===== config.mk =====
export PLATFORM = sky130hd
export DESIGN_NAME = hex_field_formatter
export DESIGN_NICKNAME = d
export VERILOG_FILES = /design/src/hdl/hff_pkg.sv /design/src/hdl/hff_front.sv /design/src/hdl/hff_fifo.sv /design/src/hdl/hff_back.sv /design/src/hdl/hex_field_formatter.sv
export SDC_FILE = /design/constraint.sdc
export NUM_CORES = 1
export LEC_CHECK = 0
export BUFFER_PORTS_ARGS = -buffer_cell sky130_fd_sc_hd__clkbuf_2
export CORE_MARGIN = 3
export CORE_UTILIZATION = 50
export CTS_CLUSTER_SIZE = 8
export DETAILED_ROUTE_END_ITERATION = 10
export PLACE_DENSITY = 0.67
export SYNTH_ARGS = -nofsm -noshare
export SYNTH_HDL_FRONTEND = slang
export SYNTH_HIERARCHICAL = 1
export SYNTH_SLANG_ARGS = --single-unit

===== constraint.sdc =====
create_clock -name clk_i -period 5.27 [get_ports clk_i]
set_input_delay 0 -clock clk_i [delete_from_list [all_inputs] [get_ports clk_i]]
set_output_delay 0 -clock clk_i [all_outputs]
set_load 0.03 [all_outputs]

===== src/hdl/hff_pkg.sv =====
// ----------------------------------------------------------------------------
// Hex field formatter package
// Shared constants, the item descriptor, the status record and the digit character function.
// ----------------------------------------------------------------------------
package hff_pkg;

  localparam int MaxWidthDefault  = 64;
  localparam int ValueBitsDefault = 32;
  localparam int QueueDepth       = 2;

  // Field positions; wide enough for any field width or precision.
  localparam int CW = 8;

  localparam logic [7:0] ChSpace = 8'h20;
  localparam logic [7:0] ChZero  = 8'h30;
  localparam logic [7:0] ChLowX  = 8'h78;
  localparam logic [7:0] ChUpX   = 8'h58;

  // Segment ends of one field, counted in characters from its start.
  typedef struct packed {
    logic [CW-1:0] lead_end;
    logic [CW-1:0] prefix_end;
    logic [CW-1:0] zeros_end;
    logic [CW-1:0] digits_end;
    logic [CW-1:0] total;
    logic          upper;
  } hff_desc_t;

  typedef struct packed {
    logic          active;
    logic [CW-1:0] pos;
    logic [CW-1:0] total;
  } hff_status_t;

  function automatic logic [7:0] hex_char(input logic [3:0] nib, input logic upper);
    logic [7:0] ch;
    if (nib < 4'd10) begin
      ch = 8'h30 + {4'h0, nib};
    end else if (upper) begin
      ch = 8'h37 + {4'h0, nib};
    end else begin
      ch = 8'h57 + {4'h0, nib};
    end
    return ch;
  endfunction

endpackage


===== src/hdl/hff_front.sv =====
// ----------------------------------------------------------------------------
// Hex field formatter front end
// Accepts a word, counts its digits and works out where each segment of the
// formatted field ends.
// ----------------------------------------------------------------------------
module hff_front #(
  parameter int MAX_WIDTH  = hff_pkg::MaxWidthDefault,
  parameter int VALUE_BITS = hff_pkg::ValueBitsDefault,
  parameter int VP         = 4 * ((VALUE_BITS + 3) / 4)
) (
  input  logic                   in_valid_i,
  output logic                   in_stall_o,
  input  logic [VALUE_BITS-1:0]  value_i,
  input  logic [6:0]             field_width_i,
  input  logic signed [6:0]      precision_i,
  input  logic                   has_precision_i,
  input  logic                   alternate_i,
  input  logic                   left_justify_i,
  input  logic                   zero_pad_i,
  input  logic                   upper_case_i,
  input  logic                   q_full_i,
  output logic                   q_push_o,
  output hff_pkg::hff_desc_t     q_desc_o,
  output logic [VP-1:0]          q_value_o
);
  import hff_pkg::*;

  localparam int Nibbles = VP / 4;
  localparam int LW      = $clog2(Nibbles + 1);

  logic [VP-1:0] vpad;
  logic          nonzero;
  logic [LW-1:0] msn;
  logic [LW-1:0] len_n;
  logic [LW-1:0] shift_n;
  logic          prec_on;
  logic          zero_fill;
  logic [CW-1:0] prec_u;
  logic [CW-1:0] len_c;
  logic [CW-1:0] zprec;
  logic [CW-1:0] pfx;
  logic [CW-1:0] body;
  logic [CW-1:0] width_c;
  logic [CW-1:0] pad;
  logic [CW-1:0] lead;
  logic [CW-1:0] zeros;
  logic [CW-1:0] trail;
  logic [CW-1:0] b1;
  logic [CW-1:0] b2;
  logic [CW-1:0] b3;
  logic [CW-1:0] b4;
  logic [CW-1:0] b5;

  assign vpad    = VP'(value_i);
  assign nonzero = |vpad;

  always_comb begin
    msn = '0;
    for (int i = 0; i < Nibbles; i++) begin
      if (vpad[4*i +: 4] != 4'h0) begin
        msn = LW'(i + 1);
      end
    end
  end

  assign prec_on = has_precision_i && !precision_i[6];
  assign prec_u  = CW'(precision_i[5:0]);

  always_comb begin
    if (!nonzero && prec_on && (prec_u == '0)) begin
      len_n = '0;
    end else if (!nonzero) begin
      len_n = LW'(1);
    end else begin
      len_n = msn;
    end
  end

  assign len_c     = CW'(len_n);
  assign zprec     = (prec_on && (prec_u > len_c)) ? (prec_u - len_c) : '0;
  assign pfx       = (alternate_i && nonzero) ? CW'(2) : '0;
  assign body      = zprec + len_c + pfx;
  assign width_c   = CW'(field_width_i);
  assign pad       = (width_c > body) ? (width_c - body) : '0;
  assign zero_fill = zero_pad_i && !left_justify_i && !prec_on;

  assign lead  = (!left_justify_i && !zero_fill) ? pad : '0;
  assign zeros = zero_fill ? pad : zprec;
  assign trail = left_justify_i ? pad : '0;

  assign b1 = lead;
  assign b2 = b1 + pfx;
  assign b3 = b2 + zeros;
  assign b4 = b3 + len_c;
  assign b5 = b4 + trail;

  // Left-align the value so that its first digit sits in the top nibble.
  assign shift_n   = LW'(Nibbles) - len_n;
  assign q_value_o = vpad << {shift_n, 2'b00};

  always_comb begin
    q_desc_o.lead_end   = b1;
    q_desc_o.prefix_end = b2;
    q_desc_o.zeros_end  = b3;
    q_desc_o.digits_end = b4;
    q_desc_o.total      = (b5 > CW'(MAX_WIDTH)) ? CW'(MAX_WIDTH) : b5;
    q_desc_o.upper      = upper_case_i;
  end

  // An empty field is taken and dropped.
  assign in_stall_o = q_full_i;
  assign q_push_o   = in_valid_i && !q_full_i && (q_desc_o.total != '0);

endmodule


===== src/hdl/hff_fifo.sv =====
// ----------------------------------------------------------------------------
// Hex field formatter queue
// Short first-in first-out buffer between the front and the back end.
// ----------------------------------------------------------------------------
module hff_fifo #(
  parameter int WIDTH = 8,
  parameter int DEPTH = hff_pkg::QueueDepth
) (
  input  logic                       clk_i,
  input  logic                       rst_ni,
  input  logic                       push_i,
  input  logic [WIDTH-1:0]           push_data_i,
  output logic                       full_o,
  input  logic                       pop_i,
  output logic                       valid_o,
  output logic [WIDTH-1:0]           pop_data_o,
  output logic [$clog2(DEPTH+1)-1:0] count_o
);
  import hff_pkg::*;

  localparam int PW = (DEPTH > 1) ? $clog2(DEPTH) : 1;
  localparam int NW = $clog2(DEPTH + 1);

  logic [WIDTH-1:0] entry_q [DEPTH];
  logic [PW-1:0]    wr_ptr_q, wr_ptr_d;
  logic [PW-1:0]    rd_ptr_q, rd_ptr_d;
  logic [NW-1:0]    count_q, count_d;
  logic             do_push;
  logic             do_pop;

  assign full_o     = (count_q == NW'(DEPTH));
  assign valid_o    = (count_q != '0);
  assign pop_data_o = entry_q[rd_ptr_q];
  assign count_o    = count_q;
  assign do_push    = push_i && !full_o;
  assign do_pop     = pop_i && valid_o;

  always_comb begin
    wr_ptr_d = wr_ptr_q;
    rd_ptr_d = rd_ptr_q;
    count_d  = count_q;
    if (do_push) begin
      wr_ptr_d = (wr_ptr_q == PW'(DEPTH - 1)) ? '0 : wr_ptr_q + PW'(1);
    end
    if (do_pop) begin
      rd_ptr_d = (rd_ptr_q == PW'(DEPTH - 1)) ? '0 : rd_ptr_q + PW'(1);
    end
    if (do_push && !do_pop) begin
      count_d = count_q + NW'(1);
    end else if (do_pop && !do_push) begin
      count_d = count_q - NW'(1);
    end
  end

  always_ff @(posedge clk_i or negedge rst_ni) begin
    if (!rst_ni) begin
      wr_ptr_q <= '0;
      rd_ptr_q <= '0;
      count_q  <= '0;
    end else begin
      wr_ptr_q <= wr_ptr_d;
      rd_ptr_q <= rd_ptr_d;
      count_q  <= count_d;
    end
  end

  always_ff @(posedge clk_i) begin
    if (do_push) begin
      entry_q[wr_ptr_q] <= push_data_i;
    end
  end

endmodule


===== src/hdl/hff_back.sv =====
// ----------------------------------------------------------------------------
// Hex field formatter back end
// Walks one field a character at a time and drives the output register.
// ----------------------------------------------------------------------------
module hff_back #(
  parameter int VP = 32
) (
  input  logic                 clk_i,
  input  logic                 rst_ni,
  input  logic                 q_valid_i,
  input  hff_pkg::hff_desc_t   q_desc_i,
  input  logic [VP-1:0]        q_value_i,
  output logic                 q_pop_o,
  output logic                 out_valid_o,
  input  logic                 out_stall_i,
  output logic [7:0]           out_char_o,
  output logic                 last_char_o,
  output hff_pkg::hff_status_t status_o
);
  import hff_pkg::*;

  logic          active_q, active_d;
  logic [CW-1:0] pos_q, pos_d;
  logic          out_valid_q, out_valid_d;
  hff_desc_t     desc_q;
  logic [VP-1:0] val_q;
  logic [7:0]    out_char_q;
  logic          last_q;
  logic          take;
  logic          emit;
  logic          is_last;
  logic          in_digits;
  logic [7:0]    ch;

  assign take    = !active_q && q_valid_i;
  assign emit    = active_q && (!out_valid_q || !out_stall_i);
  assign q_pop_o = take;
  assign is_last = (pos_q == desc_q.total - CW'(1));

  always_comb begin
    in_digits = 1'b0;
    if (pos_q < desc_q.lead_end) begin
      ch = ChSpace;
    end else if (pos_q < desc_q.prefix_end) begin
      if (pos_q == desc_q.lead_end) begin
        ch = ChZero;
      end else begin
        ch = desc_q.upper ? ChUpX : ChLowX;
      end
    end else if (pos_q < desc_q.zeros_end) begin
      ch = ChZero;
    end else if (pos_q < desc_q.digits_end) begin
      in_digits = 1'b1;
      ch        = hex_char(val_q[VP-1 -: 4], desc_q.upper);
    end else begin
      ch = ChSpace;
    end
  end

  always_comb begin
    active_d    = active_q;
    pos_d       = pos_q;
    out_valid_d = out_valid_q && out_stall_i;
    if (take) begin
      active_d = 1'b1;
      pos_d    = '0;
    end
    if (emit) begin
      out_valid_d = 1'b1;
      pos_d       = pos_q + CW'(1);
      if (is_last) begin
        active_d = 1'b0;
      end
    end
  end

  always_ff @(posedge clk_i or negedge rst_ni) begin
    if (!rst_ni) begin
      active_q    <= 1'b0;
      pos_q       <= '0;
      out_valid_q <= 1'b0;
    end else begin
      active_q    <= active_d;
      pos_q       <= pos_d;
      out_valid_q <= out_valid_d;
    end
  end

  always_ff @(posedge clk_i) begin
    if (take) begin
      desc_q <= q_desc_i;
      val_q  <= q_value_i;
    end else if (emit && in_digits) begin
      val_q <= val_q << 4;
    end
    if (emit) begin
      out_char_q <= ch;
      last_q     <= is_last;
    end
  end

  assign out_valid_o = out_valid_q;
  assign out_char_o  = out_char_q;
  assign last_char_o = last_q;

  always_comb begin
    status_o.active = active_q;
    status_o.pos    = pos_q;
    status_o.total  = desc_q.total;
  end

endmodule


===== src/hdl/hex_field_formatter.sv =====
// ----------------------------------------------------------------------------
// Hex field formatter
// Formats an unsigned value as printf-style %x / %X text, one character per
// output word, with the last character of each field marked.
// ----------------------------------------------------------------------------
//  Channel  Handshake               Payload
//  in       in_valid_i / in_stall_o  value_i, field_width_i, precision_i,
//                                   has_precision_i, alternate_i,
//                                   left_justify_i, zero_pad_i, upper_case_i
//  out      out_valid_o / out_stall_i out_char_o, last_char_o
//
//  A field of N characters (N up to MAX_WIDTH) is first loaded into the back
//  end, then leaves one character per cycle from its position counter while the
//  output is not stalled. An empty field is taken and gives no output word.
//  A two-entry queue lets the front take new words while the back is busy.
//  Reset clears the queue and the back end; no output is pending after it.
//  Output stalls hold the output register and stop the character walk.
// ----------------------------------------------------------------------------
module hex_field_formatter #(
  parameter int MAX_WIDTH  = hff_pkg::MaxWidthDefault,
  parameter int VALUE_BITS = hff_pkg::ValueBitsDefault
) (
  input  logic                  clk_i,
  input  logic                  rst_ni,
  input  logic                  in_valid_i,
  output logic                  in_stall_o,
  input  logic [VALUE_BITS-1:0] value_i,
  input  logic [6:0]            field_width_i,
  input  logic signed [6:0]     precision_i,
  input  logic                  has_precision_i,
  input  logic                  alternate_i,
  input  logic                  left_justify_i,
  input  logic                  zero_pad_i,
  input  logic                  upper_case_i,
  output logic                  out_valid_o,
  input  logic                  out_stall_i,
  output logic [7:0]            out_char_o,
  output logic                  last_char_o
);
  import hff_pkg::*;

  localparam int VP = 4 * ((VALUE_BITS + 3) / 4);
  localparam int DW = $bits(hff_desc_t);
  localparam int QW = VP + DW;
  localparam int NW = $clog2(QueueDepth + 1);

  logic          q_full;
  logic          q_push;
  logic          q_pop;
  logic          q_valid;
  hff_desc_t     push_desc;
  logic [VP-1:0] push_value;
  logic [QW-1:0] pop_word;
  logic [NW-1:0] q_count;
  hff_status_t   status;

  hff_front #(
    .MAX_WIDTH (MAX_WIDTH),
    .VALUE_BITS(VALUE_BITS),
    .VP        (VP)
  ) u_front (
    .in_valid_i     (in_valid_i),
    .in_stall_o     (in_stall_o),
    .value_i        (value_i),
    .field_width_i  (field_width_i),
    .precision_i    (precision_i),
    .has_precision_i(has_precision_i),
    .alternate_i    (alternate_i),
    .left_justify_i (left_justify_i),
    .zero_pad_i     (zero_pad_i),
    .upper_case_i   (upper_case_i),
    .q_full_i       (q_full),
    .q_push_o       (q_push),
    .q_desc_o       (push_desc),
    .q_value_o      (push_value)
  );

  hff_fifo #(
    .WIDTH(QW),
    .DEPTH(QueueDepth)
  ) u_fifo (
    .clk_i      (clk_i),
    .rst_ni     (rst_ni),
    .push_i     (q_push),
    .push_data_i({push_value, push_desc}),
    .full_o     (q_full),
    .pop_i      (q_pop),
    .valid_o    (q_valid),
    .pop_data_o (pop_word),
    .count_o    (q_count)
  );

  hff_back #(
    .VP(VP)
  ) u_back (
    .clk_i      (clk_i),
    .rst_ni     (rst_ni),
    .q_valid_i  (q_valid),
    .q_desc_i   (pop_word[DW-1:0]),
    .q_value_i  (pop_word[QW-1:DW]),
    .q_pop_o    (q_pop),
    .out_valid_o(out_valid_o),
    .out_stall_i(out_stall_i),
    .out_char_o (out_char_o),
    .last_char_o(last_char_o),
    .status_o   (status)
  );

  // The character walk never runs past the end of its field.
  assert property (@(posedge clk_i) disable iff (!rst_ni)
    status.active |-> (status.pos < status.total))
    else $error("character position beyond field end");

  // The queue never holds more words than it has entries.
  assert property (@(posedge clk_i) disable iff (!rst_ni)
    q_count <= NW'(QueueDepth))
    else $error("queue count exceeds depth");

  // While a character that is not the last is taken, its field is still open.
  assert property (@(posedge clk_i) disable iff (!rst_ni)
    (out_valid_o && !out_stall_i && !last_char_o) |-> status.active)
    else $error("field closed before its last character");

  // A field that has just been loaded is never empty.
  assert property (@(posedge clk_i) disable iff (!rst_ni)
    $rose(status.active) |-> (status.total != '0))
    else $error("empty field loaded into back end");

endmodule

After elaboration in Yosys (flattened, before gate mapping)
Memories as Yosys holds them, arrays and structs flattened.
Index checks and enable logic that the tools add are counted.
{ "totals": {"reg_bits": 96, "latch_bits": 0, "ram_bits": 146, "mem_bits_ro": 0, "input_bits": 55, "output_inout_bits": 11, "wordCells": 133, "memories": 1} }
{ "mem_list": {"columns": ["memory", "depth", "width", "read_ports", "rd_clocked_by_memory_dff", "wr", "line", "rtl"], "rows": [
  ["u_fifo.entry_q", 2, 73, 1, 0, 1, "hff_fifo.sv:24", "logic [WIDTH-1:0] entry_q [DEPTH];"]
]} }
{ "classes": {"n_addsub": 18, "mul": 0, "n_div": 0, "magnitude_cmp": 8, "n_eq_ne": 3, "n_shift": 1, "muxes": 42, "bitwise_logic": 0, "n_reduce_logical": 45} }
{ "op_table": {"columns": ["operator", "n"], "rows": [
  ["2-to-1 mux 8 bit", 14],
  ["2-to-1 mux 32 bit", 2],
  ["adder 8 bit", 4],
  ["< comparator 8 bit", 4],
  ["nonzero test 4 bit", 8],
  ["OR reduction 32 bit", 1],
  ["left shift 32 x 6 -> 32 bit", 1],
  ["logical AND 1 bit", 18],
  ["adder 8 x 4 -> 8 bit", 2],
  ["== test 8 bit", 2],
  ["adder 6 x 4 -> 7 bit, first input constant", 2],
  ["2-to-1 mux 1 bit", 13],
  ["2-to-1 mux 3 bit", 4],
  ["2-to-1 mux 4 bit", 3],
  ["logical NOT 1 bit", 11],
  ["2-to-1 mux 2 bit", 5],
  ["adder 7 x 4 -> 8 bit, first input constant", 1],
  ["adder 8 x 1 -> 8 bit, second input constant", 1],
  ["greater-than comparator 7 x 8 -> 1 bit", 1],
  ["greater-than comparator 8 x 7 -> 1 bit, second input constant", 1],
  ["logical NOT 8 bit", 1],
  ["nonzero test 2 bit", 4],
  ["nonzero test 8 bit", 1],
  ["subtractor 7 x 8 -> 8 bit", 1],
  ["11 further kinds", 12]
]} }

Depth between registers and ports, before layout
{ "depth": {"word_depth": 32, "depth_mapped": 56, "ltp_nobuf": 53} }

By module
Netlist, hierarchy kept.
{ "modules_own_cells": {"columns": ["module", "instances", "cells_per_inst", "area_each_um2", "seq_area_each_um2"], "rows": [
  ["hff_fifo", 1, 246, 5715.5, 4484.3],
  ["hff_back", 1, 388, 4449.3, 2682.6],
  ["hff_front", 1, 408, 2997.9, 0.0]
]} }

Worst setup path before layout
Ideal clock, no wire load.
{ "synth_timing": {"path_kind": "input port to flip-flop", "start": "input port value_i[4]", "end": "memory u_fifo/entry_q[0][0] (netlist name) (enable)", "setup_ns": 0.504, "arrival_ns": 11.945, "t_required_ns": 4.766, "slack_ns": -7.179, "path_stages": 48, "path_buffers": 3, "path_cell_list": "or4_1 > a31oi_1 > o21ai_1 > a21boi_1 > o21ai_2 > buf_2 > inv_1 > ha_1 > nor2b_1 > o21ai_2 > a21oi_1 > o21ai_0 > nand2_1 > nand2_1 > clkbuf_1 > nor2_1 > fa_1 > ha_1 > [... 12 more ...] > inv_1 > fa_1 > inv_1 > ha_1 > a21o_1 > a21oi_1 > nor2b_1 > o21ai_0 > xnor2_1 > ha_1 > nand2_1 > o21ai_0 > xnor2_1 > xnor2_1 > xnor2_2 > o311a_1 > nand2_1 > nor2_1"} }
{ "synth_lines": {"columns": ["element", "line", "rtl"], "rows": [
  ["from (decl)", "hex_field_formatter.sv:27", "input logic [VALUE_BITS-1:0] value_i,"],
  ["to (decl)", "hff_fifo.sv:24", null]
]} }

==> results.py <==
metrics = {
    "floorplanning": {
        "area_of_the_die_um2": 28200,
        "area_inside_the_core_boundary_um2": 25500,
        "initial_core_util_pct": 51.4,
        "rows": 58,
        "die_x_um": 168,
        "num_io_pins": 66,
        "die_y_um": 168,
    },
    "layout": {
        "final_cell_mix": "227 x edfxtp_1, 193 x buf_4, 135 x nand2_1",
        "antenna_cells_inserted": 0,
        "design.final.nets": 1466,
        "area_growth_syn_to_layout_pct": 32.6,
        "layout.cells.most_common": "edfxtp_1",
        "final_cells": 1680,
        "fillCellCount": 1719,
        "drive_gt1_share_pct": 40.1,
    },
    "global_routing": {
        "via_count_of_the_first_global_routing_pass": 9136,
        "pin_count_of_the_biggest_net_entering_global_routing": 52,
        "grt-ovfl-total": 0,
        "global_route_wire_length_before_repair_um": 47700,
        "global_route.usage.total_pct": 21.1,
        "grt_antenna_before_repair": 0,
    },
    "route": {
        "antenna_left": 0,
        "postRouteWirelength_um": 30600,
        "routed_wire_length_per_instance_um": 18.2,
        "drc_errors": 0,
        "first_pass_iteration_count_of_the_detailed_router": 5,
        "avgViaCountPerCell": 5.36,
        "routed-via-count": 9007,
        "drtIter0Drc": 573,
    },
    "clocking": {
        "ctsHtreeMaxLevel": 2,
        "clock-root-buffer": "clkbuf_16",
        "clkSinkCount": 241,
        "clk-insertion-delay-late_ns": 0.51,
        "clockBufferDepth": 3,
        "cts_tree": "yes",
        "clkSlewWorstSetupHoldPaths_ns": 0.05,
        "cts_bufs_inserted": 36,
    },
    "synth": {
        "syn-cell-area_um2": 13100,
        "yosysWarningCount": 6,
        "avgSynthCellArea_um2": 12.7,
        "synth_cells": 1033,
        "synth.net_count": 1165,
    },
    "setup_path": {
        "crit_path_start_kind": "primary input",
        "required_time_of_the_critical_path_ns": 5.53,
        "crit_path_top_delay_cell": "or4_4",
        "timing_worst_setup_path_type": "in -> reg",
        "cp_max_fo": 11,
        "cp.arrival_ns": 8.65,
        "reg2reg_depth": 7,
        "reg2reg_slack_ns": 2.16,
        "end_kind": "flip-flop",
        "timing.critical_path.slowest_cell_delay_ns": 0.56,
    },
    "timing": {
        "final_max_slew_viol_count": 0,
        "setup_slack_ns": -3.12,
        "maxSlewHeadroom_pct": 27.3,
        "grt_setup_unrepaired": "true",
        "worstMarginPinSlew_ns": 1.09,
        "setup-violations-final": 199,
        "period_share_pct": 159,
        "fmax_ghz": 0.119,
        "timing.final.crit_period_ns": 8.39,
        "final_hold_viol_count": 0,
        "clock-skew-final_ns": 0.0142,
    },
    "hold_path": {
        "min-delay-path-class": "in -> reg",
        "min_path_cells": 3,
    },
    "placed_design": {
        "pre_cts_ws_ns": -3.88,
        "number_of_input_and_output_port_buffers_inserted": 64,
        "place_inst": 1572,
        "detailed_placer_s_ending_hpwl_um": 20700,
        "last_weighted_congestion_value_of_the_routability_driven_placer": 0.864,
    },
    "pwr": {
        "p_leak_nw": 7.35,
        "pwr_density_cell_nw_per_um2": 415,
        "ir_drop_mv": 0.289,
        "design_power_total_mw": 7.22,
    },
    "status": {
        "status": "finished, violations left",
        "violations": "setup timing",
    },
    "job": {
        "cap_viol_max_count": 0,
    },
}
final cells by class:
type                            count  area (um2)  area share (%)
Clock buffer                       50         953            5.49
Clock inverter                      4        53.8           0.310
Inverter                           71         274            1.58
Multi-Input combinational cell    688        6130            35.3
Sequential cell                   241        7170            41.3
Tap cell                          330         413            2.38
Timing Repair Buffer              296        2380            13.7
where the power goes:
part | leakage (nW) | total, mW | internal (mW) | switching [mW]
clock | 0.485 | 2.03 | 1.25 | 0.772
combinational | 4.60 | 2.38 | 1.26 | 1.12
sequential | 2.27 | 2.81 | 2.58 | 0.230
total | 7.35 | 7.22 | 5.10 | 2.12
per-stage QoR:
step / TNS (ns) / utilization (%) / cell area (um2) / hold WS [ns]
finish: -515.89 / 68.2 / 17400 / 0.0345
global route: -594.67 / 68.2 / 17400 / 0.0188
detailed placement: -679.54 / 59.9 / 15300 / -0.0616
floorplan: -728.28 / - / 13300 / -0.296
CTS: -465.23 / 66.2 / 16800 / 0.00358
global placement: -651.96 / 59.9 / 15300 / -0.0527
worst max-delay path: cells and delay by family:
family | cells | cell delay [ns]
simple gates | 11 | 1.81
xor+xnor | 3 | 0.44
buf+inv | 9 | 1.06
compound gates | 15 | 2.63
fa+ha+maj | 9 | 2.70
final timing paths:
kind / start / end
max: value_i[4] / u_fifo/entry_q[1][21]$_DFFE_PP_
min: value_i[3] / u_fifo/entry_q[1][44]$_DFFE_PP_
max reg2reg: u_back/pos_q[2]$_DFFE_PN0P_ / u_back/val_q[24]$_DFFE_PP_
min reg2reg: u_fifo/count_o[1]$_DFFE_PN0P_ / u_fifo/count_o[1]$_DFFE_PN0P_
max in group asynchronous: rst_ni / u_fifo/rd_ptr_q$_DFFE_PN0P_
min in group asynchronous: rst_ni / u_back/pos_q[0]$_DFFE_PN0P_
metal layers:
metal | global-route usage (%) | wire length [um] | share of wire [%] | vias to the layer above
li1 | - | - | - | 4377
met2 | 34.9 | 14800 | 48 | 228
met5 | 0 | 0 | 0 | -
met1 | 29.2 | 13600 | 45 | 4350
met3 | 2.96 | 1460 | 4.8 | 52
met4 | 6.72 | 733 | 2.4 | 0
sequential cells by signal (all words and copies together), names as in the netlist, 2 cells and up:
| signal | cells |
|---|---|
| u_back/pos_q | 8 |
| u_fifo/entry_q | 146 |
| u_back/val_q | 32 |
| u_back/desc_q | 33 |
| u_fifo/count_o | 2 |
| u_back/status_o | 8 |
| u_back/out_char_o | 7 |
timing repair:
| action | 4_1_cts | 5_1_grt |
|---|---|---|
| buffers inserted | 35 | 22 |
| hold buffers | 5 | 1 |
| endpoints found under the hold margin | 19 | 2 |
| cloned | 1 | 6 |
| endpoints found under the setup margin | 205 | 203 |
| pin swaps | 56 | 68 |
| gates resized for setup | 52 | 76 |
No activity file was read; power rests on OpenSTA's default activity.
